$ cat config.mk
export PLATFORM = sky130hd
export DESIGN_NAME = dshot_frame_transmitter_core
export DESIGN_NICKNAME = d
export VERILOG_FILES = /design/src/design/dft_pkg.sv /design/src/design/dshot_frame_transmitter_core.sv
export SDC_FILE = /design/constraint.sdc
export NUM_CORES = 1
export LEC_CHECK = 0
export BUFFER_PORTS_ARGS = -buffer_cell sky130_fd_sc_hd__buf_4
export CAP_MARGIN = 20
export CORE_AREA = 2 2 142 144
export DETAILED_ROUTE_END_ITERATION = 16
export DIE_AREA = 0 0 144 146
export GPL_TIMING_DRIVEN = 0
export HOLD_SLACK_MARGIN = 0.12
export PLACE_DENSITY = 0.73
export SYNTH_ARGS = -nofsm -noshare
export SYNTH_HDL_FRONTEND = slang
export SYNTH_SLANG_ARGS = --single-unit
$ cat constraint.sdc
create_clock -name clk_i -period 3.4 [get_ports clk_i]
set_input_delay 0.51 -clock clk_i [delete_from_list [all_inputs] [get_ports clk_i]]
set_output_delay 0.51 -clock clk_i [all_outputs]
set_load 0.05 [all_outputs]
$ cat src/design/dft_pkg.sv
// Shared constants and types for the DShot frame transmitter core.
// No dependencies.
package dft_pkg;

  parameter int unsigned MotorsDefault = 4;

  parameter int unsigned FrameBits  = 16;
  parameter int unsigned RawW       = 11;
  parameter int unsigned MotorW     = 2;
  parameter int unsigned HighTimeW  = 16;
  parameter int unsigned CfgAddrW   = 2;

  parameter logic [RawW-1:0] RawOffset = 11'd48;
  parameter logic [RawW-1:0] RawCap    = 11'd2047;

  parameter logic [HighTimeW-1:0] OneHighReset  = 16'd120;
  parameter logic [HighTimeW-1:0] ZeroHighReset = 16'd60;

  typedef enum logic [1:0] {
    CmdSpeed = 2'd0,
    CmdOrder = 2'd1,
    CmdDone  = 2'd2
  } cmd_e;

  typedef enum logic [CfgAddrW-1:0] {
    RegOneHigh   = 2'd0,
    RegZeroHigh  = 2'd1,
    RegTelemetry = 2'd2
  } cfg_reg_e;

  typedef logic [FrameBits-1:0] frame_t;

  function automatic frame_t build_frame(logic [RawW-1:0] raw, logic tel);
    logic [11:0] f;
    logic [3:0]  sum;
    f   = {tel, raw};
    sum = f[3:0] ^ f[7:4] ^ f[11:8];
    return {sum, f};
  endfunction

endpackage

$ cat src/design/dshot_frame_transmitter_core.sv
// DShot frame transmitter core: request decode, per-motor slot memories and bit emitter.
// Depends on dft_pkg.
//
// Each accepted request is registered into the decision stage, where it reads the
// per-motor pending flags and the parked frames from the slot memories (registered read,
// forwarded against the write of the item ahead). A request that starts a frame or is
// dropped hands its result run to a single bit-serial emitter: a frame gives sixteen
// transfers, MSB first, one per cycle while m_axis_tready is high; a dropped command
// gives one transfer flagged in tuser. A request with no result does not wait for the
// emitter. The emitter sets the sustained rate of frame-starting requests, and the next
// run starts in the cycle after the last transfer of the previous one. High times are
// taken from the configuration at emission.
module dshot_frame_transmitter_core #(
  parameter int unsigned MOTORS = dft_pkg::MotorsDefault
) (
  input  logic        clk_i,
  input  logic        rst_ni,
  // configuration write channel
  input  logic        cfg_valid_i,
  output logic        cfg_ready_o,
  input  logic [1:0]  cfg_addr_i,
  input  logic [15:0] cfg_wdata_i,
  // request stream
  input  logic        s_axis_tvalid,
  output logic        s_axis_tready,
  input  logic [15:0] s_axis_tdata,   // [1:0] motor, [12:2] value, [15:13] zero
  input  logic [1:0]  s_axis_tuser,   // [1:0] command
  // bit high-time stream
  output logic        m_axis_tvalid,
  input  logic        m_axis_tready,
  output logic [23:0] m_axis_tdata,   // [1:0] out_motor, [17:2] pulse_high, [23:18] zero
  output logic        m_axis_tlast,   // last_bit
  output logic        m_axis_tuser    // dropped
);

  localparam int unsigned MotorIdxW = (MOTORS > 1) ? $clog2(MOTORS) : 1;
  localparam int unsigned CntW      = $clog2(dft_pkg::FrameBits);
  localparam logic [CntW-1:0] CntLast = CntW'(dft_pkg::FrameBits - 1);

  logic [dft_pkg::HighTimeW-1:0] one_high_q, zero_high_q;
  logic                          tel_q;

  logic [MOTORS-1:0] busy_q, spdw_q, ordw_q;
  dft_pkg::frame_t   spd_mem [MOTORS];
  dft_pkg::frame_t   ord_mem [MOTORS];
  dft_pkg::frame_t   spd_rd_q, ord_rd_q;

  logic                      s1_valid_q;
  logic [1:0]                s1_cmd_q;
  logic [dft_pkg::MotorW-1:0] s1_motor_q;
  logic [dft_pkg::RawW-1:0]  s1_value_q;

  logic                      em_act_q;
  logic                      em_drop_q;
  dft_pkg::frame_t           em_frame_q;
  logic [CntW-1:0]           em_cnt_q;
  logic [dft_pkg::MotorW-1:0] em_motor_q;

  logic                      in_xfer, out_xfer, em_last, em_free;
  logic [dft_pkg::MotorW-1:0] in_motor;
  logic [MotorIdxW-1:0]      in_addr, s1_addr;
  logic                      s1_in_range;
  logic [dft_pkg::RawW:0]    raw_sum;
  logic [dft_pkg::RawW-1:0]  raw_spd;
  dft_pkg::frame_t           frame_spd, frame_ord, load_frame;
  logic                      need_out, load_drop, s1_go;
  logic                      spd_we, ord_we;
  logic                      set_busy, clr_busy, set_spdw, clr_spdw, set_ordw, clr_ordw;

  assign cfg_ready_o = 1'b1;

  assign in_motor = s_axis_tdata[1:0];
  assign in_addr  = MotorIdxW'(in_motor);
  assign s1_addr  = MotorIdxW'(s1_motor_q);
  assign s1_in_range = 32'(s1_motor_q) < MOTORS;

  assign raw_sum   = {1'b0, s1_value_q} + {1'b0, dft_pkg::RawOffset};
  assign raw_spd   = raw_sum[dft_pkg::RawW] ? dft_pkg::RawCap : raw_sum[dft_pkg::RawW-1:0];
  assign frame_spd = dft_pkg::build_frame(raw_spd, tel_q);
  assign frame_ord = dft_pkg::build_frame(s1_value_q, tel_q);

  always_comb begin
    need_out   = 1'b0;
    load_drop  = 1'b0;
    load_frame = frame_spd;
    spd_we     = 1'b0;
    ord_we     = 1'b0;
    set_busy   = 1'b0;
    clr_busy   = 1'b0;
    set_spdw   = 1'b0;
    clr_spdw   = 1'b0;
    set_ordw   = 1'b0;
    clr_ordw   = 1'b0;
    if (s1_valid_q && s1_in_range) begin
      case (s1_cmd_q)
        dft_pkg::CmdSpeed: begin
          if (!busy_q[s1_addr]) begin
            need_out = 1'b1;
            set_busy = 1'b1;
          end else begin
            spd_we   = 1'b1;
            set_spdw = 1'b1;
          end
        end
        dft_pkg::CmdOrder: begin
          load_frame = frame_ord;
          if (!busy_q[s1_addr]) begin
            need_out = 1'b1;
            set_busy = 1'b1;
          end else if (ordw_q[s1_addr]) begin
            need_out  = 1'b1;
            load_drop = 1'b1;
          end else begin
            ord_we   = 1'b1;
            set_ordw = 1'b1;
          end
        end
        dft_pkg::CmdDone: begin
          if (ordw_q[s1_addr]) begin
            need_out   = 1'b1;
            load_frame = ord_rd_q;
            clr_ordw   = 1'b1;
          end else if (spdw_q[s1_addr]) begin
            need_out   = 1'b1;
            load_frame = spd_rd_q;
            clr_spdw   = 1'b1;
          end else begin
            clr_busy = 1'b1;
          end
        end
        default: begin
        end
      endcase
    end
  end

  assign out_xfer = m_axis_tvalid && m_axis_tready;
  assign em_last  = em_drop_q || (em_cnt_q == CntLast);
  assign em_free  = !em_act_q || (em_last && m_axis_tready);
  assign s1_go    = s1_valid_q && (!need_out || em_free);

  assign s_axis_tready = !s1_valid_q || s1_go;
  assign in_xfer       = s_axis_tvalid && s_axis_tready;

  always_ff @(posedge clk_i or negedge rst_ni) begin
    if (!rst_ni) begin
      one_high_q  <= dft_pkg::OneHighReset;
      zero_high_q <= dft_pkg::ZeroHighReset;
      tel_q       <= 1'b0;
    end else if (cfg_valid_i) begin
      case (cfg_addr_i)
        dft_pkg::RegOneHigh:   one_high_q  <= cfg_wdata_i;
        dft_pkg::RegZeroHigh:  zero_high_q <= cfg_wdata_i;
        dft_pkg::RegTelemetry: tel_q       <= cfg_wdata_i[0];
        default: begin
        end
      endcase
    end
  end

  always_ff @(posedge clk_i or negedge rst_ni) begin
    if (!rst_ni) begin
      busy_q <= '0;
      spdw_q <= '0;
      ordw_q <= '0;
    end else if (s1_go) begin
      if (set_busy) busy_q[s1_addr] <= 1'b1;
      if (clr_busy) busy_q[s1_addr] <= 1'b0;
      if (set_spdw) spdw_q[s1_addr] <= 1'b1;
      if (clr_spdw) spdw_q[s1_addr] <= 1'b0;
      if (set_ordw) ordw_q[s1_addr] <= 1'b1;
      if (clr_ordw) ordw_q[s1_addr] <= 1'b0;
    end
  end

  always_ff @(posedge clk_i) begin
    if (s1_go && spd_we) begin
      spd_mem[s1_addr] <= frame_spd;
    end
    if (s1_go && ord_we) begin
      ord_mem[s1_addr] <= frame_ord;
    end
    if (in_xfer) begin
      spd_rd_q <= (s1_go && spd_we && s1_addr == in_addr) ? frame_spd : spd_mem[in_addr];
      ord_rd_q <= (s1_go && ord_we && s1_addr == in_addr) ? frame_ord : ord_mem[in_addr];
    end
  end

  always_ff @(posedge clk_i or negedge rst_ni) begin
    if (!rst_ni) begin
      s1_valid_q <= 1'b0;
    end else if (s_axis_tready) begin
      s1_valid_q <= s_axis_tvalid;
    end
  end

  always_ff @(posedge clk_i) begin
    if (in_xfer) begin
      s1_cmd_q   <= s_axis_tuser;
      s1_motor_q <= in_motor;
      s1_value_q <= s_axis_tdata[12:2];
    end
  end

  always_ff @(posedge clk_i or negedge rst_ni) begin
    if (!rst_ni) begin
      em_act_q <= 1'b0;
      em_cnt_q <= '0;
    end else if (s1_go && need_out) begin
      em_act_q <= 1'b1;
      em_cnt_q <= '0;
    end else if (out_xfer) begin
      em_act_q <= !em_last;
      em_cnt_q <= em_cnt_q + 1'b1;
    end
  end

  always_ff @(posedge clk_i) begin
    if (s1_go && need_out) begin
      em_frame_q <= load_frame;
      em_drop_q  <= load_drop;
      em_motor_q <= s1_motor_q;
    end else if (out_xfer) begin
      em_frame_q <= {em_frame_q[dft_pkg::FrameBits-2:0], 1'b0};
    end
  end

  assign m_axis_tvalid = em_act_q;
  assign m_axis_tdata  = {6'b0,
                          em_drop_q ? 16'd0 :
                          (em_frame_q[dft_pkg::FrameBits-1] ? one_high_q : zero_high_q),
                          em_motor_q};
  assign m_axis_tlast  = em_last;
  assign m_axis_tuser  = em_drop_q;

endmodule
==> out/qor.txt, run 1 <==
CP Cell Sequence: clkbuf_1, o2111a_1, nand3_1, clkbuf_1, nand2_1, a222oi_1, a21oi_1
ratio of cells with drive above 1 in the final layout: 0.314
Crit Path Class: register to register
Crit path max-delay family: compound AO/OA/AOI/OAI gates
detailed placer's ending HPWL: 16900 microns
clock-pin slew on the worst setup and hold paths: 60 ps
Hold Path Stages: 1
synth top area cells: edfxtp_1 (55%), dfrtp_1 (10%), mux4_2 (7.4%)
syn_area_per_cell: 16.0 sq um
total CTS buffers: 26
GP Congestion: 0.897
Worst Hold Class: primary input to register
Max Cap Viol: 0
Total Routed Length: 24200 microns
Setup-failing EPs final: 0
pre-CTS WS: -168 ps
Hold WS: 164 ps
Tmin final: 3290 ps
CP endpoint kind: register
slew at the pin closest to its max-slew limit: 978 ps
WL/cell: 23.0 microns
Fin. Hold Viols: 0
initial core utilization: 0.549
Synth cell types: 54
FF-to-FF setup slack: 110 ps
VDD IR max: 0.000445 V
clk sinks: 245
Worst Path Required: 3640 ps
crit path DAT: 3530 ps
grt ovf: 0
cell taking the most area after synthesis: edfxtp_1
min-delay src: s_axis_tdata[11]
CTS tree: built
max-slew violations: 0
crit path launch type: register
post-layout util: 0.647
cell mode on critical path: clkbuf_1
warnings from Yosys: 0
f_max: 0.304 GHz
status: finished clean
Ant. Diodes: 0
number of placement rows: 51
CP Max Fanout: 10
Main synth FF type: edfxtp_1
top cell type's share of synthesized area: 0.549
Die W: 144 microns
post-DR vias/cell: 5.94
RSZ-0062 raised after global routing: false
IO Count: 70
H-tree levels: 1
Slowest-stage cell, CP: a222oi_1
crit share post-route: 0.968
Iteration-0 DRC Markers: 608
number of flops mapped to enable cells by yosys: 194
Layout area overhead: 17.8%
commonest non-fill, non-tap cell in the layout: edfxtp_1
Hold EP: s1_value_q[9]
Gate Count Post-Synth: 663
post-route ant nets: 0
initial antenna violation count: 1
Power per Cell Area: 693 mW/mm^2
Clock Latency Late Sink: 520 ps
sequential fraction of the synthesis area: 0.670
vias in the first global route: 6464
largest net degree at the start of global routing: 52
Root Buffer: clkbuf_16
Die ar.: 0.0210 sq mm
crit-path max cell delay: 730 ps
DRC errors left: 0
most frequent cells in the layout: edfxtp_1 (194), buf_4 (67), mux2_2 (55), nor2_1 (47), dfrtp_1 (43)
skew final: 8.00 ps
nets: 813
Final WS setup: 109 ps
overall power: 8.66 mW
LEAKAGE: 4.57 nW
synthesized area: 0.0106 sq mm
Rel. slew slack: 0.341
RR Endpoint: em_frame_q[4]
maximum clock insertion buffer count: 3
Yosys reg bits: 245
Core Box Area: 0.0193 sq mm
Post-DP Area: 0.0116 sq mm
buffers added on ports: 59
GRT Overall Usage: 0.238
via count: 6242
crit path buf inv count: 2
global-route wire length before repair: 37700 microns
drt pass-1 iters: 5
worst reg2reg path depth: 7
Finished Cell Area: 0.0125 sq mm
Post-synth ARST share: 0.208
DIE HEIGHT: 146 microns
reg2reg start: s1_value_q[4]
[kinds of logic after synthesis]
group	after synthesis	synth area share
fa+ha+maj	6	0.00707
simple gates	123	0.0550
xor+xnor	21	0.0173
mux	120	0.166
buf+inv	55	0.0240
compound gates	91	0.0605
flops	245	0.670
other cells	2	0.000707
[report_power, final]
group | switching, mW | total (mW) | internal (mW)
Sequential | 0.211 | 3.94 | 3.73
Clock | 1.12 | 2.89 | 1.77
Combinational | 1.15 | 1.84 | 0.687
Total | 2.48 | 8.66 | 6.18
[sequential cells by signal (all words and copies together) (netlist names), 2 cells and up, named ones only]
name,cells
ord_mem,64
spd_mem,64
em_frame_q,16
one_high_q,16
ord_rd_q,16
spd_rd_q,16
zero_high_q,16
s1_value_q,11
busy_q,4
em_cnt_q,4
em_motor_q,2
s1_addr,2
s1_cmd_q,2
[area by class of cell]
cell class | instances | area (sq um)
Inverter | 8 | 30.0
Timing Repair Buffer | 70 | 606
Multi-Input combinational cell | 368 | 3320
Tap cell | 265 | 332
Sequential cell | 245 | 7110
Buffer | 47 | 225
Clock buffer | 33 | 708
Clock inverter | 15 | 173
Fill cell | 1382 | 6830
[synthesized netlist by cell type, types with 2 or more instances]
cell / n
edfxtp_1: 194
mux2_2: 55
nor2_1: 51
dfrtp_1: 43
mux4_2: 35
clkbuf_1: 33
nand2_1: 24
a21oi_1: 23
mux2i_1: 20
o21ai_0: 15
xnor2_1: 13
a22o_1: 11
a222oi_1: 10
mux2_4: 10
nand2b_1: 10
a31oi_1: 9
buf_4: 8
dfstp_2: 8
inv_1: 8
xor2_1: 8
ha_1: 6
nand3_1: 6
nor2b_1: 5
nor3_1: 5
and2_1: 4
nand3b_1: 4
o22a_1: 4
a221oi_1: 3
and3_1: 3
buf_2: 3
or2_2: 3
a21o_1: 2
a22oi_1: 2
a31o_2: 2
buf_6: 2
conb_1: 2
nand4_1: 2
[through the flow]
step	std cells	setup TNS, ps
after global routing	1051	0
after detailed placement	1001	-228
after floorplan	668	0
final	1051	0
after global placement	992	-73580
after CTS	1050	0
[timing repair]
| item | in CTS | in global routing |
|---|---|---|
| hold buffers | 1 | 0 |
| buffers inserted | 0 | 0 |
| setup endpoints to repair | 2 | 10 |
| resized for setup | 1 | 2 |
| endpoints found under the hold margin | 43 | 0 |
[how the worst max path moves through the flow]
stage / start / end / slack, ps / depth (start not counted)
after detailed placement: s1_value_q[4] / spd_rd_q[14] / -170 / 9
after global routing: s1_addr[0] / spd_rd_q[13] / 0.2 / 8
after CTS: s1_addr[0] / ord_mem[2][15] / 100 / 9
final: s1_value_q[4] / em_frame_q[4] / 110 / 7
after global placement: s1_addr[0] / spd_mem[0][1] / -660 / 6
after floorplan: m_axis_tuser / spd_mem[0][0] / 80 / 5
[routing by layer]
metal,GRT usage,vias to the layer above,part of all wire
met1,0.349,3190,0.44
met4,0.0716,0,0.031
met5,0,-,0
met2,0.370,244,0.47
li1,-,2766,-
met3,0.0411,42,0.065
(Power assumes the default switching activity.)
==> run 2: changes to the inputs <==
==> constraint.sdc (replaced) <==
create_clock -name clk_i -period 4.08 [get_ports clk_i]
set_input_delay 0.612 -clock clk_i [delete_from_list [all_inputs] [get_ports clk_i]]
set_output_delay 0.612 -clock clk_i [all_outputs]
set_load 0.05 [all_outputs]
==> run 2 against run 1 <==
Critical endpoint is now spd_rd_q[14]. Power decreased by 18%. Clock-buffer cell count decreased by 2. Fmax decreased by 7.5%. Sequential power decreased by 17%. Sequential cell count unchanged. Largest cell class unchanged. Worst setup slack improved by 410 ps. Cell area decreased by 0.58%. Core utilization decreased by 0.38 points. Largest power group unchanged. Critical path type unchanged. Non-clock buffer count unchanged.
==> out/qor.txt, run 2 (same netlist as run 1, synthesis figures left out) <==
status: finished clean
Worst Path Required: 4340 ps
CP endpoint kind: register
maximum clock insertion buffer count: 3
postcts setup bufs: 0
Worst Hold Class: primary input to async pin
Power per Cell Area: 573 mW/mm^2
worst reg2reg path depth: 9
Iteration-0 DRC Markers: 518
crit-path max cell delay: 710 ps
CTS tree: built
VDD IR max: 0.000454 V
grt ovf: 0
Layout area overhead: 17.1%
buffers added on ports: 59
Setup TNS: 0 ps
Ant. Diodes: 0
most frequent cells in the layout: edfxtp_1 (194), buf_4 (67), mux2_2 (55), nor2_1 (47), dfrtp_1 (43)
global-route wire length before repair: 37100 microns
RSZ-0062 raised after global routing: false
total CTS buffers: 26
Rel. slew slack: 0.304
Core Box Area: 0.0193 sq mm
DIE HEIGHT: 146 microns
GP Congestion: 0.909
via count: 6251
Root Buffer: clkbuf_16
vias in the first global route: 6362
number of placement rows: 51
Total Routed Length: 24500 microns
Fin. Hold Viols: 0
post-route ant nets: 0
detailed placer's ending HPWL: 17000 microns
Final WS setup: 523 ps
initial core utilization: 0.549
Setup-failing EPs final: 0
reg2reg start: s1_value_q[4]
clock-pin slew on the worst setup and hold paths: 60 ps
pre-CTS WS: 600 ps
top flop regs: ord_mem x64, spd_mem x64
CP Cell Sequence: clkbuf_1, inv_1, ha_1, and3b_1, clkbuf_1, a31oi_1, a31oi_1, xnor2_1, mux2_2
Crit path max-delay family: compound AO/OA/AOI/OAI gates
LEAKAGE: 4.55 nW
post-layout util: 0.643
RR Endpoint: spd_rd_q[14]
CP Max Fanout: 8
GRT Overall Usage: 0.237
DRC errors left: 0
Crit Path Class: register to register
crit share post-route: 0.872
H-tree levels: 1
post-cts resize count: 0
WL/cell: 23.3 microns
Slowest-stage cell, CP: a31oi_1
initial antenna violation count: 0
FF-to-FF setup slack: 520 ps
IO Count: 70
non-filler cells, final: 1051
f_max: 0.281 GHz
commonest non-fill, non-tap cell in the layout: edfxtp_1
Max Cap Viol: 0
slew at the pin closest to its max-slew limit: 1040 ps
max-slew violations: 0
clk sinks: 245
nets: 813
ratio of cells with drive above 1 in the final layout: 0.316
crit path DAT: 3820 ps
post-DR vias/cell: 5.95
largest net degree at the start of global routing: 52
skew final: 16.5 ps
Clock Latency Late Sink: 530 ps
Tmin final: 3560 ps
Placed Cells: 1003
Die W: 144 microns
Die ar.: 0.0210 sq mm
hold buffer count at CTS: 0
crit path launch type: register
crit path buf inv count: 3
overall power: 7.13 mW
drt pass-1 iters: 5
==> run 2: per-stage QoR <==
step	area, sq um	hold WS, ps
finish	12400	109
global route	12400	162
CTS	12400	132
detailed placement	11600	458
global placement	11400	434
floorplan	10600	316
==> run 2: where the power goes <==
group          switching (mW)  total, mW  internal, mW
clock                   0.941       2.31          1.36
sequential              0.176       3.28          3.10
combinational           0.969       1.54         0.570
==> run 2: layout make-up <==
cell class	count	area [sq um]
Clock inverter	17	174
Clock buffer	31	669
Fill cell	1403	6900
Inverter	8	30.0
Buffer	47	225
Multi-Input combinational cell	368	3300
Timing Repair Buffer	70	591
Tap cell	265	332
Sequential cell	245	7110
==> run 2: worst max path at each step <==
stage,from,end,slack (ps),cells after the start
floorplan,s1_addr[0],ord_rd_q[0],370,6
global placement,s1_addr[0],spd_mem[3][4],-40,6
detailed placement,s1_value_q[4],spd_rd_q[14],600,9
CTS,s1_value_q[4],spd_rd_q[14],550,9
global route,s1_value_q[4],spd_rd_q[14],420,9
finish,s1_value_q[4],spd_rd_q[14],520,9
==> run 2: worst register-to-register path, cell delays in order, from the launching register on <==
cell,delay (ps)
edfxtp_1,420
clkbuf_1,400
inv_1,90
ha_1,280
and3b_1,230
clkbuf_1,250
a31oi_1,140
a31oi_1,710
xnor2_1,380
mux2_2,390
==> run 2: routing by layer <==
layer | global-route usage | vias up | wire length, microns
met5 | 0 | - | 0
met4 | 0.0740 | 0 | 801
met3 | 0.0316 | 50 | 1320
met2 | 0.389 | 240 | 12000
met1 | 0.330 | 3196 | 10400
li1 | - | 2765 | -
